$ cat config.mk
export PLATFORM = sky130hd
export DESIGN_NAME = multi_key_click_event_detector_core
export DESIGN_NICKNAME = d
export VERILOG_FILES = /design/src/rtl/mkced_pkg.sv /design/src/rtl/mkced_lane.sv /design/src/rtl/mkced_merge.sv /design/src/rtl/multi_key_click_event_detector_core.sv
export SDC_FILE = /design/constraint.sdc
export NUM_CORES = 1
export LEC_CHECK = 0
export ABC_CLOCK_PERIOD_IN_PS = 6500
export BUFFER_PORTS_ARGS = -buffer_cell sky130_fd_sc_hd__buf_2
export CORE_MARGIN = 10
export CORE_UTILIZATION = 50
export DETAILED_ROUTE_END_ITERATION = 16
export GPL_TIMING_DRIVEN = 0
export PLACE_DENSITY_LB_ADDON = 0.08
export SETUP_SLACK_MARGIN = 0.15
export SLEW_MARGIN = 20
export SYNTH_ARGS = -nofsm -noshare
export SYNTH_HDL_FRONTEND = slang
export SYNTH_HIERARCHICAL = 1
export SYNTH_SLANG_ARGS = --single-unit
$ cat constraint.sdc
create_clock -name clk_i -period 6.5 [get_ports clk_i]
set_input_delay 0.325 -clock clk_i [delete_from_list [all_inputs] [get_ports clk_i]]
set_output_delay 0.325 -clock clk_i [all_outputs]
set_load 0.02 [all_outputs]
$ cat src/rtl/mkced_pkg.sv
// ----------------------------------------------------------------------------
// Multi-key click event detector package
// Shared types and constants for the key lanes, the event merge stage and
// the top level.
// ----------------------------------------------------------------------------
package mkced_pkg;

  // Per-key state machine encoding.
  typedef enum logic [2:0] {
    ST_RELEASED    = 3'd0,
    ST_PRESS_DB    = 3'd1,
    ST_PRESSED     = 3'd2,
    ST_RELEASE_DB  = 3'd3,
    ST_WAIT_DOUBLE = 3'd4,
    ST_WAIT_TRIPLE = 3'd5,
    ST_LONG        = 3'd6
  } key_state_e;

  // Event codes as seen on the result channel.
  typedef enum logic [2:0] {
    EV_SINGLE   = 3'd0,
    EV_DOUBLE   = 3'd1,
    EV_TRIPLE   = 3'd2,
    EV_LONG     = 3'd3,
    EV_REPEAT   = 3'd4,
    EV_LONG_REL = 3'd5
  } key_event_e;

  // Configuration register indexes.
  localparam int unsigned CFG_IDX_W = 3;
  typedef enum logic [CFG_IDX_W-1:0] {
    REG_DEBOUNCE    = 3'd0,
    REG_MULTI_CLICK = 3'd1,
    REG_LONG_PRESS  = 3'd2,
    REG_REPEAT      = 3'd3,
    REG_POLARITY    = 3'd4
  } cfg_reg_e;

  localparam int unsigned TICKS_W   = 16;
  localparam int unsigned LEVELS_W  = 4;
  localparam int unsigned KEY_IDX_W = 2;

  // Register values after reset.
  localparam logic [TICKS_W-1:0] RST_DEBOUNCE    = 16'd20;
  localparam logic [TICKS_W-1:0] RST_MULTI_CLICK = 16'd300;
  localparam logic [TICKS_W-1:0] RST_LONG_PRESS  = 16'd1000;
  localparam logic [TICKS_W-1:0] RST_REPEAT      = 16'd200;
  localparam logic               RST_POLARITY    = 1'b0;

  // Release that completes this many clicks reports a triple click.
  localparam logic [1:0] CLICK_LIMIT = 2'd3;

  // Events kept per tick; later ones in lane order are dropped.
  localparam int unsigned MAX_EVENTS = 8;

  typedef struct packed {
    logic [TICKS_W-1:0] debounce_ticks;
    logic [TICKS_W-1:0] multi_click_ticks;
    logic [TICKS_W-1:0] long_press_ticks;
    logic [TICKS_W-1:0] repeat_ticks;
    logic               press_polarity;
  } cfg_t;

  // Up to two events a lane can raise in one tick, in emission order.
  typedef struct packed {
    logic       valid0;
    key_event_e code0;
    logic       valid1;
    key_event_e code1;
  } lane_ev_t;

endpackage

$ cat src/rtl/mkced_lane.sv
// ----------------------------------------------------------------------------
// Key lane
// Debounce, click counting and long press timing for a single key. All four
// timers and the state machine advance once per accepted tick.
// ----------------------------------------------------------------------------
module mkced_lane #(
  parameter int unsigned TIMER_BITS = 16
) (
  input  logic              clk_i,
  input  logic              rst_ni,
  input  logic              tick_i,
  input  logic              level_i,
  input  mkced_pkg::cfg_t   cfg_i,
  output mkced_pkg::lane_ev_t ev_o
);

  localparam int unsigned WB = (TIMER_BITS > mkced_pkg::TICKS_W) ? TIMER_BITS
                                                                 : mkced_pkg::TICKS_W;
  localparam logic [WB-1:0] TMAX = WB'({TIMER_BITS{1'b1}});

  mkced_pkg::key_state_e fsm_q, fsm_d;
  mkced_pkg::key_event_e last_q, last_d;
  logic                  pin_q, pin_d;
  logic [1:0]            cnt_q, cnt_d;
  logic [TIMER_BITS-1:0] deb_q, deb_d, mc_q, mc_d, lp_q, lp_d, rep_q, rep_d;

  logic [TIMER_BITS-1:0] deb_ld, mc_ld, lp_ld, rep_ld;
  logic                  fire_rep, fire_deb, fire_lp, fire_mc;
  mkced_pkg::key_event_e code_deb, code_mc;

  // Timer loads saturate when the timer is narrower than the register.
  function automatic logic [TIMER_BITS-1:0] sat_load(input logic [mkced_pkg::TICKS_W-1:0] v);
    logic [WB-1:0] ext;
    ext = WB'(v);
    if (ext > TMAX) ext = TMAX;
    return ext[TIMER_BITS-1:0];
  endfunction

  assign deb_ld = sat_load(cfg_i.debounce_ticks);
  assign mc_ld  = sat_load(cfg_i.multi_click_ticks);
  assign lp_ld  = sat_load(cfg_i.long_press_ticks);
  assign rep_ld = sat_load(cfg_i.repeat_ticks);

  // Next state: edge handling, timer countdown, then expiry handlers in the
  // order repeat, debounce, long press, multi-click.
  always_comb begin
    logic                  pressed;
    logic                  exp_rep, exp_deb, exp_lp, exp_mc;
    logic [TIMER_BITS-1:0] deb_pre;
    logic [1:0]            n;
    pressed  = (level_i == cfg_i.press_polarity);
    fsm_d    = fsm_q;
    pin_d    = pin_q;
    cnt_d    = cnt_q;
    last_d   = last_q;
    deb_pre  = deb_q;
    fire_rep = 1'b0;
    fire_deb = 1'b0;
    fire_lp  = 1'b0;
    fire_mc  = 1'b0;
    code_deb = mkced_pkg::EV_LONG_REL;
    code_mc  = mkced_pkg::EV_SINGLE;
    n        = cnt_q + 2'd1;

    if (level_i != pin_q) begin
      pin_d = level_i;
      if (pressed) begin
        if (fsm_q == mkced_pkg::ST_RELEASED || fsm_q == mkced_pkg::ST_WAIT_DOUBLE ||
            fsm_q == mkced_pkg::ST_WAIT_TRIPLE || fsm_q == mkced_pkg::ST_LONG) begin
          fsm_d   = mkced_pkg::ST_PRESS_DB;
          deb_pre = deb_ld;
        end
      end else if (fsm_q == mkced_pkg::ST_PRESSED || fsm_q == mkced_pkg::ST_LONG) begin
        fsm_d   = mkced_pkg::ST_RELEASE_DB;
        deb_pre = deb_ld;
      end
    end

    exp_rep = (rep_q == TIMER_BITS'(1));
    exp_deb = (deb_pre == TIMER_BITS'(1));
    exp_lp  = (lp_q == TIMER_BITS'(1));
    exp_mc  = (mc_q == TIMER_BITS'(1));
    rep_d   = (rep_q != '0) ? rep_q - TIMER_BITS'(1) : rep_q;
    deb_d   = (deb_pre != '0) ? deb_pre - TIMER_BITS'(1) : deb_pre;
    lp_d    = (lp_q != '0) ? lp_q - TIMER_BITS'(1) : lp_q;
    mc_d    = (mc_q != '0) ? mc_q - TIMER_BITS'(1) : mc_q;

    if (exp_rep) begin
      fire_rep = 1'b1;
      last_d   = mkced_pkg::EV_REPEAT;
      rep_d    = rep_ld;
    end

    if (exp_deb) begin
      case (fsm_d)
        mkced_pkg::ST_PRESS_DB: begin
          if (pressed) begin
            fsm_d  = mkced_pkg::ST_PRESSED;
            lp_d   = lp_ld;
            exp_lp = 1'b0;
          end else begin
            fsm_d = mkced_pkg::ST_RELEASED;
          end
        end
        mkced_pkg::ST_RELEASE_DB: begin
          if (pressed) begin
            fsm_d = mkced_pkg::ST_PRESSED;
          end else if (last_d == mkced_pkg::EV_LONG || last_d == mkced_pkg::EV_REPEAT) begin
            fsm_d    = mkced_pkg::ST_RELEASED;
            fire_deb = 1'b1;
            code_deb = mkced_pkg::EV_LONG_REL;
            last_d   = mkced_pkg::EV_LONG_REL;
            rep_d    = '0;
          end else if (n == mkced_pkg::CLICK_LIMIT) begin
            fsm_d    = mkced_pkg::ST_RELEASED;
            cnt_d    = 2'd0;
            fire_deb = 1'b1;
            code_deb = mkced_pkg::EV_TRIPLE;
            last_d   = mkced_pkg::EV_TRIPLE;
          end else begin
            cnt_d  = n;
            fsm_d  = (n == 2'd1) ? mkced_pkg::ST_WAIT_DOUBLE : mkced_pkg::ST_WAIT_TRIPLE;
            mc_d   = mc_ld;
            exp_mc = 1'b0;
          end
        end
        mkced_pkg::ST_LONG: begin
          if (!pressed) begin
            fsm_d    = mkced_pkg::ST_RELEASED;
            fire_deb = 1'b1;
            code_deb = mkced_pkg::EV_LONG_REL;
            last_d   = mkced_pkg::EV_LONG_REL;
          end
        end
        default: begin
        end
      endcase
    end

    if (exp_lp && fsm_d == mkced_pkg::ST_PRESSED) begin
      fsm_d   = mkced_pkg::ST_LONG;
      fire_lp = 1'b1;
      last_d  = mkced_pkg::EV_LONG;
      rep_d   = rep_ld;
    end

    if (exp_mc) begin
      if (fsm_d == mkced_pkg::ST_WAIT_DOUBLE) begin
        fsm_d   = mkced_pkg::ST_RELEASED;
        cnt_d   = 2'd0;
        fire_mc = 1'b1;
        code_mc = mkced_pkg::EV_SINGLE;
        last_d  = mkced_pkg::EV_SINGLE;
      end else if (fsm_d == mkced_pkg::ST_WAIT_TRIPLE) begin
        fsm_d   = mkced_pkg::ST_RELEASED;
        cnt_d   = 2'd0;
        fire_mc = 1'b1;
        code_mc = mkced_pkg::EV_DOUBLE;
        last_d  = mkced_pkg::EV_DOUBLE;
      end
    end
  end

  // Outputs: pack the raised events, in handler order, into two slots.
  always_comb begin
    logic                  fl [4];
    mkced_pkg::key_event_e cd [4];
    logic                  got0;
    fl[0] = fire_rep;  cd[0] = mkced_pkg::EV_REPEAT;
    fl[1] = fire_deb;  cd[1] = code_deb;
    fl[2] = fire_lp;   cd[2] = mkced_pkg::EV_LONG;
    fl[3] = fire_mc;   cd[3] = code_mc;
    got0  = 1'b0;
    ev_o  = '0;
    for (int i = 0; i < 4; i++) begin
      if (fl[i]) begin
        if (!got0) begin
          ev_o.valid0 = 1'b1;
          ev_o.code0  = cd[i];
          got0        = 1'b1;
        end else begin
          ev_o.valid1 = 1'b1;
          ev_o.code1  = cd[i];
        end
      end
    end
  end

  always_ff @(posedge clk_i or negedge rst_ni) begin
    if (!rst_ni) begin
      fsm_q  <= mkced_pkg::ST_RELEASED;
      last_q <= mkced_pkg::EV_SINGLE;
      pin_q  <= ~mkced_pkg::RST_POLARITY;
      cnt_q  <= 2'd0;
      deb_q  <= '0;
      mc_q   <= '0;
      lp_q   <= '0;
      rep_q  <= '0;
    end else if (tick_i) begin
      fsm_q  <= fsm_d;
      last_q <= last_d;
      pin_q  <= pin_d;
      cnt_q  <= cnt_d;
      deb_q  <= deb_d;
      mc_q   <= mc_d;
      lp_q   <= lp_d;
      rep_q  <= rep_d;
    end
  end

endmodule

$ cat src/rtl/mkced_merge.sv
// ----------------------------------------------------------------------------
// Event merge stage
// Captures the events of one tick from all lanes and hands them out one per
// cycle while out_stall_i is low, in lane order, lowest slot first.
// ----------------------------------------------------------------------------
module mkced_merge #(
  parameter int unsigned NUM_KEYS = 4
) (
  input  logic                                clk_i,
  input  logic                                rst_ni,
  input  logic                                load_i,
  input  mkced_pkg::lane_ev_t                 lane_ev_i [NUM_KEYS],
  input  logic                                out_stall_i,
  output logic                                out_valid_o,
  output logic [mkced_pkg::KEY_IDX_W-1:0]     key_index_o,
  output mkced_pkg::key_event_e               key_event_o,
  output logic                                last_o,
  output logic                                busy_stall_o
);

  localparam int unsigned NS  = 2 * NUM_KEYS;
  localparam int unsigned CNT_W = $clog2(mkced_pkg::MAX_EVENTS + 1);

  logic [NS-1:0]         mask_q, mask_d, mask_rest;
  mkced_pkg::key_event_e code_q [NS];
  mkced_pkg::key_event_e code_d [NS];
  logic                  out_fire;

  assign mask_rest    = mask_q & (mask_q - NS'(1));
  assign out_valid_o  = |mask_q;
  assign last_o       = (mask_rest == '0);
  assign out_fire     = out_valid_o && !out_stall_i;
  // Busy until the final event of the held tick leaves.
  assign busy_stall_o = out_valid_o && !(last_o && !out_stall_i);

  // Lowest pending slot drives the result.
  always_comb begin
    key_index_o = '0;
    key_event_o = code_q[0];
    for (int j = NS - 1; j >= 0; j--) begin
      if (mask_q[j]) begin
        key_index_o = mkced_pkg::KEY_IDX_W'(j >> 1);
        key_event_o = code_q[j];
      end
    end
  end

  always_comb begin
    logic [CNT_W-1:0] cnt;
    cnt    = '0;
    mask_d = mask_q;
    code_d = code_q;
    if (load_i) begin
      for (int k = 0; k < NUM_KEYS; k++) begin
        mask_d[2*k]   = lane_ev_i[k].valid0 && (cnt < CNT_W'(mkced_pkg::MAX_EVENTS));
        cnt           = cnt + CNT_W'(mask_d[2*k]);
        mask_d[2*k+1] = lane_ev_i[k].valid1 && (cnt < CNT_W'(mkced_pkg::MAX_EVENTS));
        cnt           = cnt + CNT_W'(mask_d[2*k+1]);
        code_d[2*k]   = lane_ev_i[k].code0;
        code_d[2*k+1] = lane_ev_i[k].code1;
      end
    end else if (out_fire) begin
      mask_d = mask_rest;
    end
  end

  always_ff @(posedge clk_i or negedge rst_ni) begin
    if (!rst_ni) begin
      mask_q <= '0;
    end else begin
      mask_q <= mask_d;
    end
  end

  always_ff @(posedge clk_i) begin
    code_q <= code_d;
  end

endmodule

$ cat src/rtl/multi_key_click_event_detector_core.sv
// ----------------------------------------------------------------------------
// Multi-key click event detector core
// One lane per key detects single, double and triple clicks, long press,
// long repeat and long release; a merge stage serializes the events.
// ----------------------------------------------------------------------------
// Usage:
// Each input request carries one tick: the raw level of every key. It is
// accepted on a rising edge with in_valid_i high and in_stall_o low. Every
// lane updates its debounce, click and long press state in that same cycle.
// The events of the tick appear on the result channel starting the next
// cycle, one per cycle, ordered by key index and within a key by handler
// order; last_o marks the final event of the tick. A tick with no events
// produces nothing.
// Throughput: one tick per cycle while each tick yields at most one event.
// A tick with more than one event holds the result register until each is
// taken, and the input is stalled until its final event is taken; that
// single output register is what limits the rate. When the receiver raises
// out_stall_i, the shown event holds and further ticks wait.
// Configuration writes (cfg_valid_i, always ready) take effect at once and
// should be made while no tick is in flight. Reset restores all register
// defaults, sets every lane to released and clears all timers.
// ----------------------------------------------------------------------------
module multi_key_click_event_detector_core #(
  parameter int unsigned NUM_KEYS   = 4,
  parameter int unsigned TIMER_BITS = 16
) (
  input  logic                                clk_i,
  input  logic                                rst_ni,
  // Tick requests.
  input  logic                                in_valid_i,
  output logic                                in_stall_o,
  input  logic [mkced_pkg::LEVELS_W-1:0]      key_levels_i,
  // Event results.
  output logic                                out_valid_o,
  input  logic                                out_stall_i,
  output logic [mkced_pkg::KEY_IDX_W-1:0]     key_index_o,
  output logic [2:0]                          key_event_o,
  output logic                                last_o,
  // Configuration writes.
  input  logic                                cfg_valid_i,
  output logic                                cfg_ready_o,
  input  logic [mkced_pkg::CFG_IDX_W-1:0]     cfg_index_i,
  input  logic [mkced_pkg::TICKS_W-1:0]       cfg_data_i
);

  mkced_pkg::cfg_t       cfg_q, cfg_d;
  mkced_pkg::lane_ev_t   lane_ev [NUM_KEYS];
  mkced_pkg::key_event_e evt;
  logic                  tick;

  // Registers are always writable; writes to unknown indexes are dropped.
  assign cfg_ready_o = 1'b1;

  always_comb begin
    cfg_d = cfg_q;
    if (cfg_valid_i) begin
      case (cfg_index_i)
        mkced_pkg::REG_DEBOUNCE:    cfg_d.debounce_ticks    = cfg_data_i;
        mkced_pkg::REG_MULTI_CLICK: cfg_d.multi_click_ticks = cfg_data_i;
        mkced_pkg::REG_LONG_PRESS:  cfg_d.long_press_ticks  = cfg_data_i;
        mkced_pkg::REG_REPEAT:      cfg_d.repeat_ticks      = cfg_data_i;
        mkced_pkg::REG_POLARITY:    cfg_d.press_polarity    = cfg_data_i[0];
        default: begin
        end
      endcase
    end
  end

  always_ff @(posedge clk_i or negedge rst_ni) begin
    if (!rst_ni) begin
      cfg_q.debounce_ticks    <= mkced_pkg::RST_DEBOUNCE;
      cfg_q.multi_click_ticks <= mkced_pkg::RST_MULTI_CLICK;
      cfg_q.long_press_ticks  <= mkced_pkg::RST_LONG_PRESS;
      cfg_q.repeat_ticks      <= mkced_pkg::RST_REPEAT;
      cfg_q.press_polarity    <= mkced_pkg::RST_POLARITY;
    end else begin
      cfg_q <= cfg_d;
    end
  end

  // A tick is taken whenever the merge stage can hold its events.
  assign tick = in_valid_i && !in_stall_o;

  // Keys beyond the input width see a constant low level.
  for (genvar k = 0; k < NUM_KEYS; k++) begin : g_lane
    logic level;
    if (k < mkced_pkg::LEVELS_W) begin : g_pin
      assign level = key_levels_i[k];
    end else begin : g_tie
      assign level = 1'b0;
    end

    mkced_lane #(
      .TIMER_BITS(TIMER_BITS)
    ) u_lane (
      .clk_i  (clk_i),
      .rst_ni (rst_ni),
      .tick_i (tick),
      .level_i(level),
      .cfg_i  (cfg_q),
      .ev_o   (lane_ev[k])
    );
  end

  mkced_merge #(
    .NUM_KEYS(NUM_KEYS)
  ) u_merge (
    .clk_i       (clk_i),
    .rst_ni      (rst_ni),
    .load_i      (tick),
    .lane_ev_i   (lane_ev),
    .out_stall_i (out_stall_i),
    .out_valid_o (out_valid_o),
    .key_index_o (key_index_o),
    .key_event_o (evt),
    .last_o      (last_o),
    .busy_stall_o(in_stall_o)
  );

  assign key_event_o = evt;

endmodule

[After elaboration in Yosys (flattened, before gate mapping)]
Index checks and enable logic that the tools add are counted.
Word-level totals
  register bits after elaboration: 389
  bits in latches: 0
  bits in writable memories: 0
  ROM bits: 0
  bits of input ports: 28
  output and inout port bits: 9
  word-level logic and storage cells: 650
  memories: 0
Cells by class
  add/sub/neg operators: 27
  multipliers: 0
  divide/modulo/power cells: 0
  order comparisons: 11
  equal/unequal tests: 84
  shift-type cells: 0
  multiplexer cells: 410
  bitwise operators: 1
  reductions and logical operators: 71
Operators with widths (number)
  16-bit two-way mux: 92
  3-bit two-way mux: 128
  16-bit by 1-bit == test with 1-bit output (second input constant): 16
  16-bit nonzero test: 16
  16-bit by 1-bit subtractor with 16-bit output (second input constant): 16
  8-bit two-way mux: 18
  4-bit two-way mux: 24
  1-bit two-way mux: 92
  2-bit two-way mux: 44
  3-bit == test (second input constant): 29
  16-bit greater-than comparator (second input constant): 4
  3-bit by 2-bit == test with 1-bit output (second input constant): 18
  3-bit case mux with 3 select lines: 4
  4-bit less-than comparator (second input constant): 6
  3-bit case mux with 2 select lines: 4
  4-bit by 1-bit adder with 4-bit output: 5
  1-bit logical OR: 20
  2-bit AND reduction: 9
  3-bit by 1-bit == test with 1-bit output (second input constant): 5
  1-bit logical AND: 15
  3-bit zero test: 5
  2-bit by 1-bit adder with 2-bit output (second input constant): 4
  8-bit bitwise AND: 1
  2-bit by 1-bit == test with 1-bit output (second input constant): 4
  11 further kinds: 25

[Longest topological paths before layout]
Gate-level depths: netlist (run 1).
  depth in word-level cells: 40
  gate-level depth with buffers: 29
  mapped depth without buffers: 25

[Hierarchy]
The synthesis (run 1) kept the hierarchy.
By module, submodules not included
  mkced_lane at g_lane[0].u_lane ...: instances 3, cells an instance 843, area each 6500.0 µm², seq. area each 1828.0 µm²
  mkced_lane at g_lane[3].u_lane: instances 1, cells an instance 775, area each 5920.7 µm², seq. area each 1828.0 µm²
  multi_key_click_event_detector_core: instances 1, cells an instance 144, area each 2625.0 µm², seq. area each 1645.3 µm²
  mkced_merge: instances 1, cells an instance 146, area each 1684.1 µm², seq. area each 920.9 µm²

[Worst setup path after synthesis (run 1)]
Ideal clock, no wire load.
  path kind: register -> register
  from: register g_lane[1].u_lane.pin_q
  to: register u_merge.mask_q[7]
  setup time: 120 ps
  arrival: 5915 ps
  required time: 6380 ps
  setup slack: 464 ps
  cell stages (with the launch flop): 28
  path buffers: 4
  clock period less this slack: 6036 ps
  path through: dfstp_2 -> buf_2 -> or4bb_1 -> o2111ai_4 -> nor2_1 -> clkbuf_1 -> mux2i_1 -> inv_1 -> ha_1 -> o2111ai_1 -> clkbuf_1 -> o21a_1 -> buf_2 -> nand3_1 -> o31ai_1 -> nand3_1 -> fa_1 -> ha_1 -> inv_1 -> fa_1 -> nor3b_1 -> xor2_1 -> and2_1 -> ha_1 -> ha_1 -> xor2_1 -> nand4_1 -> a41o_1
RTL lines
  start: declaration: RTL line mkced_lane.sv:23  | logic pin_q, pin_d;
  start signal: assignment: RTL line mkced_lane.sv:193  | pin_q <= ~mkced_pkg::RST_POLARITY;
  start signal: assignment: RTL line mkced_lane.sv:202  | pin_q <= pin_d;
  end signal: assignment: RTL line mkced_merge.sv:71  | mask_q <= mask_d;
  end: declaration: RTL line mkced_merge.sv:24  | logic [NS-1:0] mask_q, mask_d, mask_rest;

==> results by group, run 1 <==
Layout
  • Layout Area Growth over Synthesis: 11.2%
  • # fillers: 5,507
  • Nets: 3,786
  • Layout cells sized above 1: 11.0%
  • Final Cell Area: 33,100 um2

Timing
  • Final period utilization: 94.4%
  • Final Hold Viols: 0
  • FMAX: 163 MHz
  • Pins Over Slew Limit: 0
  • Post-route minimum period: 6130 ps
  • Setup violators final: 0
  • Tightest Pin Transition: 1230 ps
  • Worst Skew: 34.3 ps
  • Slew Limit Headroom: 17.7%
  • Unrepaired setup endpoints after global routing: false

Synthesis
  • Synthesized instance count: 3,594
  • Fraction of registers with async set/reset: 93.8%
  • Seq/Total Area, Yosys: 33.2%
  • Syn nets: 3,680
  • Dominant synthesized flop cell: dfrtp_1
  • Dominant cell type by area after synthesis: dfrtp_1
  • Top post-synthesis cells by area: dfrtp_1 (29%), o21ai_0 (4.9%), a21oi_1 (4.3%), nand2_1 (4.1%), nor3_1 (3.6%)
  • Cell variety after synth: 110
  • Yosys top cell area share: 29.1%
  • Top-count cell post-synth: dfrtp_1
  • Seq cells post-synth: 389
  • Yosys Warn Count: 6
  • Synth top cells by count: dfrtp_1 (346), nand2_1 (325), o21ai_0 (292)
  • Syn Area/Cell: 8.27 um2
  • Post-synth EDFFs: 24
  • Post-Syn Area: 29,700 um2

GRT
  • First-pass GRT wire length: 179,000 um
  • Initial antenna violation count: 3
  • Vias in the first global route: 29.9k
  • GRT Util Overall: 32.5%
  • GRT overflow: 0
  • Pin count of the biggest net entering global routing: 101

Drt
  • Initial DRC count: 3,926
  • Routed wire length: 119,000 um
  • Drt via density: 7.04
  • Router iterations before antenna repair: 7
  • Met3 wire len: 12,800 um
  • Drt wl/cell: 26.4 um
  • M1 WL: 48,700 um
  • DRC viols: 0
  • Routed Antenna Nets: 0
  • Top Metal Used: met5
  • Met2 wire len: 50,100 um
  • DR vias: 31.8k

Worst setup path
  • CP endpoint kind: flop
  • Worst EP arrival: 6620 ps
  • Kind of critical path: reg2reg
  • Critical Path Source Type: flop
  • Crit path to: u_merge/mask_q[7]$_DFFE_PN0P_
  • Crit path max fanout: 10
  • Worst r2r dst: u_merge/mask_q[7]$_DFFE_PN0P_
  • Reg2reg path depth: 26
  • Worst EP required: 6990 ps
  • Critical Path Source: cfg_q[0]$_DFFE_PN0P_
  • FF-to-FF Start: cfg_q[0]$_DFFE_PN0P_
  • Register-to-Register Setup Slack: 370 ps

Placed design
  • DP Wirelength: 82,300 um
  • # port buffers: 32
  • Area post-placement: 31,100 um2
  • Global placer's final weighted congestion: 0.962

Clocking
  • Root Driver: clkbuf_16
  • Clk sinks: 389
  • Clock Path Buffers: 3
  • Clock slew at reported path FFs: 60 ps
  • CTS Buf Count: 48
  • # H-tree levels: 2
  • Clk_lat worst skew: 630 ps
  • CTS tree: yes

Power
  • Worst VDD drop: 0.273 mV
  • Power Total: 0.0113 W
  • Leak pwr: 12.5 nW
  • PD cells: 342 nW/um2

Run status
  • Status: finished clean

Die
  • Core footprint: 58,900 um2
  • IO Count: 37
  • Site row count: 89
  • Chip width: 264 um
  • Die Ht: 264 um
  • DIE AREA: 69,600 um2
  • Initial Util: 50.5%

Job
  • Max Cap Viol: 0

Min path
  • Worst min path class: in2reg
[logic make-up after synthesis]
family	count (synthesis)	share of synthesized area [%]
and+or+nand+nor	1481	26.5
adders and majority gates	59	2.53
other	1	0.0126
xor gates and xnor gates	16	0.471
AOI/OAI and AO/OA	1206	28.0
DFF	389	33.2
muxes	123	4.71
buffers and inverters	319	4.61
[report_power, final]
group | total (W) | internal, W | switching [W]
registers | 0.00463 | 0.00318 | 0.00145
clock network | 0.00284 | 0.00164 | 0.00121
logic | 0.00384 | 0.00156 | 0.00228
[final cells by class]
type	instances	area [um2]	area share [%]
clock inverter	28	315	0.953
tap	773	967	2.92
inverter	93	349	1.06
buffer	226	1060	3.21
multi-input combinational	2886	18700	56.5
clock buffer	62	1310	3.97
antenna	1	2.50	0.00757
timing repair buffer	56	495	1.50
sequential	389	9890	29.9
[worst min path at each step]
stage / slack, ps / cells after the start / start / to
6_report: 20 / 3 / out_stall_i / u_merge/mask_q[0]$_DFFE_PN0P_
5_1_grt: 30 / 2 / cfg_data_i[5] / cfg_q[22]$_DFFE_PN1P_
4_1_cts: 3 / 3 / out_stall_i / u_merge/mask_q[0]$_DFFE_PN0P_
3_5_place_dp: 130 / 1 / rst_ni / g_lane[1].u_lane/rep_q[0]$_DFFE_PN0P_
3_3_place_gp: 460 / 2 / g_lane[2].u_lane/mc_q[11]$_DFFE_PN0P_ / g_lane[2].u_lane/mc_q[11]$_DFFE_PN0P_
2_1_floorplan: 30 / 0 / rst_ni / cfg_q[0]$_DFFE_PN0P_
[layer usage]
layer	global-route usage (%)	up-vias
met1	42.9	15400
met3	7.45	417
li1	-	14000
met2	47.8	1963
met5	0	-
met4	19.2	8
[placed cells by master, fill, tap and decap left out, types with 18 or more instances in the layout]
cell / Yosys / layout
dfrtp_1: 346 / 336
nand2_1: 325 / 325
o21ai_0: 292 / 289
nor2_1: 270 / 266
a21oi_1: 256 / 255
nor3_1: 211 / 211
clkbuf_1: 172 / 174
nor4_1: 118 / 118
nand3_1: 104 / 102
inv_1: 92 / 91
a211oi_1: 67 / 67
nand2b_1: 59 / 59
mux2_2: 55 / 55
or3_1: 55 / 55
ha_1: 56 / 55
buf_2: 23 / 52
clkbuf_16: 0 / 48
nor2b_1: 49 / 48
nand4_1: 48 / 48
mux2i_1: 48 / 44
a31oi_1: 43 / 43
o211ai_1: 42 / 42
or4_1: 39 / 39
a22o_1: 37 / 37
and3_1: 35 / 35
a21o_1: 34 / 34
o31ai_1: 37 / 34
o2bb2ai_1: 31 / 31
o21a_1: 30 / 30
a221o_1: 30 / 30
o22ai_1: 29 / 29
or2_2: 28 / 28
edfxtp_1: 24 / 24
a22oi_1: 21 / 21
mux2_4: 20 / 20
dfstp_2: 19 / 19
a2bb2oi_1: 19 / 19
a211o_1: 19 / 19
buf_4: 4 / 18
[worst max-delay path, cell delays in order, from the launching register on]
cell and delay, ps:
dfrtp_4 630, buf_6 170, or4bb_4 480, o2111ai_4 130
nor2_4 80, buf_6 170, mux2i_4 200, inv_1 150
ha_1 200, o2111ai_1 160, buf_4 190, o21a_1 120
buf_6 160, o31ai_4 320, nand3_2 150, fa_1 540
ha_1 180, inv_1 70, fa_1 480, nor3b_2 220
xor2_1 210, and2_1 150, ha_1 160, ha_1 160
xor2_1 140, nand4_1 120, a41o_1 260
[repair_timing]
item	CTS	global route
endpoints found under the hold margin	188	0
hold buffers	5	0
pin swaps	1	7
endpoints found under the setup margin	9	2
resized for setup	34	24
buffers inserted	6	6
[registers in the layout, summed over array words and instances, names as in the netlist]
signal and cells:
cfg_q 65, g_lane.u_lane/cnt_q 8, g_lane.u_lane/deb_q 64, g_lane.u_lane/fsm_q 12
g_lane.u_lane/last_q 12, g_lane.u_lane/lp_q 64, g_lane.u_lane/mc_q 64, g_lane.u_lane/pin_q 4
g_lane.u_lane/rep_q 64, u_merge/code_q 24, u_merge/mask_q 8
[metrics by stage]
| step | TNS (ps) | hold WS (ps) | cells | util, % | setup slack (ps) |
|---|---|---|---|---|---|
| 6_report | 0 | 20.4 | 4514 | 56.1 | 366 |
| 3_5_place_dp | -2800 | 135 | 4406 | 52.7 | -1250 |
| 2_1_floorplan | 0 | 29.4 | 3594 | - | 464 |
| 5_1_grt | 0 | 25.5 | 4513 | 56.1 | 125 |
| 4_1_cts | 0 | 2.96 | 4507 | 55.9 | 155 |
| 3_3_place_gp | -986230 | 464 | 4399 | 52.4 | -2550 |
Note: power is estimated with default switching activity, not from simulation.
==> run 2: changes to the inputs <==
--- a/config.mk
+++ b/config.mk
@@ -7,6 +7,7 @@
 export LEC_CHECK = 0
 export ABC_CLOCK_PERIOD_IN_PS = 6500
 export BUFFER_PORTS_ARGS = -buffer_cell sky130_fd_sc_hd__buf_2
+export CORE_ASPECT_RATIO = 0.6
 export CORE_MARGIN = 10
 export CORE_UTILIZATION = 50
 export DETAILED_ROUTE_END_ITERATION = 16
==> results by group, run 2 (synthesized netlist as in run 1, its figures left out) <==
Worst setup path
  • Worst EP arrival: 6780 ps
  • Kind of critical path: reg2reg
  • Max stage delay on crit path: 610 ps
  • Worst path top cell family by delay: adder cells
  • Crit path max fanout: 10
  • Worst path slowest cell: fa_1
  • Crit. path cell count: 26
  • Worst EP required: 6950 ps
  • Critical Path Source Type: flop
  • Reg2reg path depth: 26
  • CP endpoint kind: flop
  • Crit path top cell by count: ha_1
  • Critical path buffer and inverter count: 6

Power
  • PD cells: 340 nW/um2
  • Worst VDD drop: 0.288 mV
  • Leak pwr: 12.4 nW
  • Power Total: 0.0112 W

Drt
  • Initial DRC count: 5,494
  • Drt via density: 7.18
  • DRC viols: 0
  • Routed wire length: 126,000 um
  • Routed Antenna Nets: 0
  • Drt wl/cell: 27.9 um
  • Router iterations before antenna repair: 6
  • DR vias: 32.4k

Layout
  • Layout Cells excl Fill: 4,516
  • Register area: 9900 um2
  • # fillers: 5,422
  • Layout Area Growth over Synthesis: 10.7%
  • Most frequent cells in the layout: dfrtp_1 (334), nand2_1 (325), o21ai_0 (288)
  • Layout cells sized above 1: 10.8%
  • Multi-input gate area: 18,700 um2
  • Max reg flops: 65
  • Nets: 3,784
  • Top reg by flops: cfg_q
  • Commonest non-fill, non-tap cell in the layout: dfrtp_1

Clocking
  • Clock Path Buffers: 3
  • Clock slew at reported path FFs: 70 ps
  • CTS Buf Count: 43
  • CTS tree: yes
  • Clk_lat worst skew: 600 ps
  • # H-tree levels: 2
  • Clk sinks: 389
  • Root Driver: clkbuf_16

Timing
  • Post-route minimum period: 6330 ps
  • Worst Skew: 34.4 ps
  • FMAX: 158 MHz
  • Tightest Pin Transition: 1240 ps
  • Hold Slack: 48.6 ps
  • Final Hold Viols: 0
  • Setup violators final: 0
  • Final TNS setup: 0 ps
  • Unrepaired setup endpoints after global routing: true
  • Pins Over Slew Limit: 0
  • Final period utilization: 97.4%
  • Slew Limit Headroom: 16.0%

Job
  • Max Cap Viol: 0

GRT
  • GRT Util Overall: 34.3%
  • Pin count of the biggest net entering global routing: 86
  • Vias in the first global route: 29.5k
  • First-pass GRT wire length: 188,000 um
  • Initial antenna violation count: 9
  • GRT overflow: 0

Die
  • Die Ht: 209 um
  • Core footprint: 59,100 um2
  • DIE AREA: 69,900 um2
  • Site row count: 69
  • Chip width: 335 um
  • Initial Util: 50.3%
  • IO Count: 37

Min path
  • Worst min path class: in2reg
  • Worst hold path depth: 3

Placed design
  • Placed cell count: 4,417
  • # port buffers: 32
  • DP Wirelength: 89,500 um
  • Global placer's final weighted congestion: 0.989

Run status
  • Status: finished clean
run 2: timing repair:
action,CTS,global route
pin swaps,2,4
setup buffers,5,11
hold buffers,1,0
resized for setup,40,14
hold endpoints to repair,53,0
setup endpoints to repair,6,26
run 2: final cells by class:
class / count / area share [%]
antenna: 2 / 0.0152
buffer: 226 / 3.22
clock buffer: 55 / 3.56
clock inverter: 25 / 0.749
inverter: 93 / 1.06
multi-input combinational: 2886 / 56.7
sequential: 389 / 30.1
tap: 781 / 2.97
timing repair buffer: 59 / 1.66
run 2: path summary, 6_finish.rpt:
path / slack, ps / from / end
worst min register to register: 490 / g_lane[0].u_lane/mc_q[11]$_DFFE_PN0P_ / g_lane[0].u_lane/mc_q[11]$_DFFE_PN0P_
min in group asynchronous: 240 / rst_ni / g_lane[3].u_lane/deb_q[7]$_DFFE_PN0P_
worst min-delay path: 50 / out_stall_i / u_merge/mask_q[0]$_DFFE_PN0P_
max in group asynchronous: 5030 / rst_ni / g_lane[0].u_lane/rep_q[11]$_DFFE_PN0P_
worst max register to register: 170 / cfg_q[0]$_DFFE_PN0P_ / u_merge/mask_q[7]$_DFFE_PN0P_
worst max-delay path: 170 / cfg_q[0]$_DFFE_PN0P_ / u_merge/mask_q[7]$_DFFE_PN0P_
run 2: where the power goes:
| part | internal [W] | total [W] | switching, W |
|---|---|---|---|
| logic | 0.00159 | 0.00403 | 0.00244 |
| clock network | 0.00141 | 0.00256 | 0.00115 |
| registers | 0.00318 | 0.00460 | 0.00142 |
| total | 0.00618 | 0.0112 | 0.00501 |
run 2: per-stage QoR:
| step | utilization, % | setup slack, ps | instance area (um2) |
|---|---|---|---|
| after floorplan | - | 464 | 29700 |
| after global placement | 52.3 | -2660 | 30900 |
| after detailed placement | 52.8 | -1440 | 31200 |
| after CTS | 55.5 | 177 | 32800 |
| after global routing | 55.7 | -49.2 | 32900 |
| final | 55.8 | 172 | 32900 |
run 2: worst min-delay path: cells and delay by family:
family,cells,cell delay [ps]
buffers and inverters,1,120
AND/OR/NAND/NOR,1,60
AO/OA/AOI/OAI,1,60
run 2: per-layer routing:
layer,vias up,global-route usage (%),share of wire [%]
met3,285,14.3,16
met1,15700,50.4,43
met4,14,9.54,3.2
met2,2327,44.6,38
li1,14000,-,-
met5,-,0,0.074
